<file path="config.mk">
export PLATFORM = sky130hd
export DESIGN_NAME = bfns_tzc
export DESIGN_NICKNAME = d
export VERILOG_FILES = /design/src/design/bfns_tzc.sv
export SDC_FILE = /design/constraint.sdc
export NUM_CORES = 1
export LEC_CHECK = 0
export BUFFER_PORTS_ARGS = -buffer_cell sky130_fd_sc_hd__buf_2
export CAP_MARGIN = 15
export CORE_ASPECT_RATIO = 0.8
export CORE_MARGIN = 8
export CORE_UTILIZATION = 36
export DETAILED_ROUTE_END_ITERATION = 6
export PLACE_DENSITY = 0.8
export SLEW_MARGIN = 20
export SYNTH_ARGS = -nofsm -noshare
export SYNTH_HDL_FRONTEND = slang
export SYNTH_SLANG_ARGS = --single-unit
export TNS_END_PERCENT = 10
</file>
<file path="constraint.sdc">
create_clock -name vclk -period 2.22
set_input_delay 0.111 -clock vclk [all_inputs]
set_output_delay 0.111 -clock vclk [all_outputs]
set_load 0.005 [all_outputs]
</file>
<file path="src/design/bfns_tzc.sv">
// bitmap_find_next_set trailing zero counter over one word
// no dependencies; result is meaningful only for a nonzero word
module bfns_tzc #(
    parameter int WIDTH = 64
) (
    input  logic [WIDTH-1:0]         i_word,
    output logic [$clog2(WIDTH)-1:0] o_count
);

    localparam int CNT_W = $clog2(WIDTH);
    localparam int PAD_W = 1 << CNT_W;

    always_comb begin
        logic [PAD_W-1:0] v;
        logic [CNT_W-1:0] cnt;
        v   = PAD_W'(i_word);
        cnt = '0;
        // halve the window each level: low half empty means skip it
        for (int l = CNT_W - 1; l >= 0; l--) begin
            if ((v & ((PAD_W'(1) << (1 << l)) - PAD_W'(1))) == '0) begin
                cnt[l] = 1'b1;
                v      = v >> (1 << l);
            end
        end
        o_count = cnt;
    end

endmodule

</file>
**Yosys cells after proc, flatten, opt, wreduce, memory -nomap -nowiden**

Index checks and enable logic that the tools add are counted.

- Mux-type cells: 11
- Reduce and logical (&&, ||, !) cells: 6

Operator list:

| kind | count |
|---|---|
| $logic_not A64 Y1 | 6 |
| $mux W31 | 1 |
| $mux W15 | 1 |
| $mux W1 | 7 |
| $mux W7 | 1 |
| $mux W3 | 1 |

- Bits in registers: 0
- Input bits: 64
- Output and inout port bits: 6
- Word-level logic and storage cells: 17

**Depth between registers and ports, before layout**

- Word-level depth: 12
- Gate-level depth with buffers: 11
- Mapped depth without buffers: 9

**Worst setup path after synthesis**

Ideal clock, no wire load.

- Kind: input -> output
- Start point: in i_word[1]
- End point: out o_count[0]
- Arrival: 2080 ps
- Data required time: 2109 ps
- Setup slack: 29 ps
- Stages: 9
- Buffers on the path: 1
- Cells stage by stage: nor4_2 -> nand4_2 -> nor4_4 -> o2111a_1 -> o21ba_2 -> buf_6 -> a21o_1 -> and4bb_1 -> a211oi_2

- Longest elaborated chain between the ends: 12

RTL lines:

| item | line | source |
|---|---|---|
| from (decl) | 6 | `input logic [WIDTH-1:0] i_word,` |
| $logic_not A64 Y1 | 20 | `if ((v & ((PAD_W'(1) << (1 << l)) - PAD_W'(1))) == '0) begin` |
| $mux W31 (*) | 20 |  |
| $logic_not A64 Y1 | 20 |  |
| $mux W15 (*) | 20 |  |
| $logic_not A64 Y1 | 20 |  |
| $mux W7 (*) | 20 |  |
| $logic_not A64 Y1 | 20 |  |
| $mux W3 (*) | 20 |  |
| $logic_not A64 Y1 | 20 |  |
| $mux W1 (*) | 20 |  |
| $logic_not A64 Y1 (*) | 20 |  |
| $mux W1 (*) | 20 |  |
| to (decl) | 7 | `output logic [$clog2(WIDTH)-1:0] o_count` |

Mark *: on every way between the ends. The rest lies on a longest branch, timed or not.

**Worst setup path after layout**

- Start point: in i_word[32]
- End point: out o_count[1]

- Longest elaborated chain between the ends: 9

RTL lines:

| item | line |
|---|---|
| $mux W31 (*) | 20 |
| $logic_not A64 Y1 | 20 |
| $mux W15 (*) | 20 |
| $logic_not A64 Y1 | 20 |
| $mux W7 (*) | 20 |
| $logic_not A64 Y1 | 20 |
| $mux W3 (*) | 20 |
| $logic_not A64 Y1 (*) | 20 |
| $mux W1 (*) | 20 |

Marked as above.

==> key figures <==
Routing
  – DR DRC count: 0
  – DRT Pass-1 Iters: 5
  – DR vias: 1805
  – Vias per std cell: between 6 and 7
  – Routed WL: 6589 um
  – Wirelength per Cell: around 25 um
  – Iteration-0 DRC Markers: a little under 200
  – Post-route ant nets: 0

Global route
  – Wire length of the first global-routing pass: 7638 um
  – Vias in the first global route: approximately 1700
  – Largest net degree at the start of global routing: 9
  – Total GRT Usage: 24.04%
  – Gr ovfl total: 0
  – Antenna violations before repair: 0

Run status
  – Failing checks: setup timing
  – Status: complete, but fails checks

Critical path
  – CP max stage cell: nor4_1
  – Startpoint Class: input pin
  – Crit path kind: in2out
  – CP required: between 2 and 2.5 ns
  – Worst Setup EP: o_count[1]
  – Critical Path End Type: output port
  – Critical path fanouts, max: 7
  – WP depth: 11
  – Critical-path cell list: buf_2 -> nor4_1 -> nand4_1 -> buf_4 -> a2111oi_4 -> nor4_2 -> o21ba_4 -> a21o_1 -> buf_4 -> nor3_1 -> buf_2
  – Crit-path leading delay family: simple AND/OR/NAND/NOR gates
  – CP max stage delay: 0.38 ns
  – CP startpoint: i_word[32]
  – Critical path buffer and inverter count: 4
  – Arrival time worst endpoint: roughly 2.6 ns

Timing
  – Slew @ Worst Pin: approximately 0.44 ns
  – Slew Viols, Final: 0
  – Fin. Hold Viols: 0
  – RSZ-0062 raised after global routing: yes
  – Setup TNS: -1.316 ns
  – Setup violations, final: 4
  – Fin crit period: approximately 2.7 ns
  – Fmax: ~370 MHz
  – Final period util: 122.0%
  – Setup WS post-layout: -0.4891 ns
  – Max-slew headroom: approximately 70%

Worst hold path
  – Hold path start: i_word[2]
  – Hold crit path type: in2out

Synth
  – Library cells used by synthesis: 43
  – Top cells by area, synth: a21o_1 (9.6%), nor4_1 (7.2%), nor2_1 (5.3%)
  – Syn nets: between 150 and 200
  – Syn Inst Count: roughly 110
  – Synthesized area: about 800 um2
  – Syn avg cell area: 7.186 um2
  – Sequential-to-total area share from yosys stat: 0%
  – Synth top area share: about a tenth
  – Synthesis warning total: 0
  – Area leader, netlist: a21o_1

Pwr
  – PwrDens: approximately 130 mW/mm2
  – Max VDD drop: between 100 and 150 uV
  – Overall power: approximately 240 uW
  – Leak: approximately 0.00091 uW

Layout
  – Most common cell after layout, fill and taps aside: buf_2
  – Layout cells sized above 1: between 60% and 70%
  – Commonest cells after routing, fill and taps aside: buf_2 (64), buf_4 (59), nor2_1 (11)
  – Antenna Cells: 0
  – Finished Layout Cells: 259
  – Area growth from synthesis to layout: 128.1%
  – Sequential cell area: 0 um2
  – Fillers: 116
  – FFs & Latches: 0
  – Layout clock buffers: 0
  – Final layout net count: 300

Placed design
  – Routability Congestion: a little under 0.9
  – Placed Cells: between 200 and 300
  – Worst slack, placed: -0.3718 ns
  – Dpl hpwl: around 4000 um
  – PortBufs: 69

Floorplan
  – Ports: 70
  – Core area: between 0.002 and 0.0025 mm2
  – # rows: 15
  – Die height: 57.72 um
  – DIE AREA: about 0.0039 mm2
  – Chip Width: around 70 um
  – Starting Density: roughly 37%

Job
  – # Max-Cap Violations: 0
==> cells in the mapped netlist, types with 2 or more instances <==
library cell / count
nor2_1: 11
a21o_1: 10
nor4_1: 9
a21oi_1: 8
nor3_1: 6
nand3_1: 5
a211o_1: 4
nand2_1: 4
a221o_1: 3
and4_1: 3
buf_6: 3
inv_1: 3
nor4_2: 3
a2111oi_0: 2
a211oi_2: 2
a221oi_1: 2
a32oi_1: 2
nand4_1: 2
o211ai_1: 2
o21a_1: 2
==> layer usage <==
| metal | GRT usage [%] | share of wire (%) | up-vias |
|---|---|---|---|
| li1 | - | - | 711 |
| met4 | 12.83 | 8.0 | 0 |
| met1 | 27.55 | 34 | 794 |
| met5 | 0 | 0 | - |
| met3 | 5.000 | 14 | 77 |
| met2 | 40.24 | 44 | 223 |
==> worst min path at each step <==
stage / cells past startpoint / slack (ns) / endpoint
finish: 6 / 0.78 / o_count[0]
global route: 6 / 0.83 / o_count[0]
CTS: 6 / 0.75 / o_count[0]
detailed placement: 6 / 0.75 / o_count[0]
global placement: 6 / 0.74 / o_count[0]
floorplan: 3 / 0.39 / o_count[0]
==> power by group <==
| group | internal [uW] | total, uW | switching (uW) |
|---|---|---|---|
| logic | 122 | 241 | 119 |
| clock network | 0 | 0 | 0 |
| registers | 0 | 0 | 0 |
==> area by class of cell <==
| type | count | area (um2) | share of cell area, % |
|---|---|---|---|
| well taps | 25 | 31.28 | 1.751 |
| inverters | 3 | 11.26 | 0.6303 |
| multi-input cells | 100 | 887.1 | 49.65 |
| repair buffers | 131 | 857.1 | 47.97 |
==> through the flow <==
step	cell area [um2]	util, %	hold WS [ns]
2_1_floorplan	783.3	-	0.3883
3_3_place_gp	1523	72.44	0.7448
3_5_place_dp	1523	72.44	0.7492
4_1_cts	1622	77.14	0.7491
5_1_grt	1787	85.00	0.8272
6_report	1787	85.00	0.7834
==> logic make-up (layout without fill, tap and decap cells) <==
group                  after synthesis  after routing  synth area share, %
AO/OA/AOI/OAI                       48             48                49.52
AND/OR/NAND/NOR                     52             52                42.65
buffers and inverters                9            134                7.826
==> repair_timing <==
action | CTS | global route
resized for setup | 14 | 25
setup buffers | 2 | 5
pin swaps | 17 | 18
hold buffers | 0 | 0
setup endpoints to repair | 3 | 3
No activity file was read; power rests on OpenSTA's default activity.
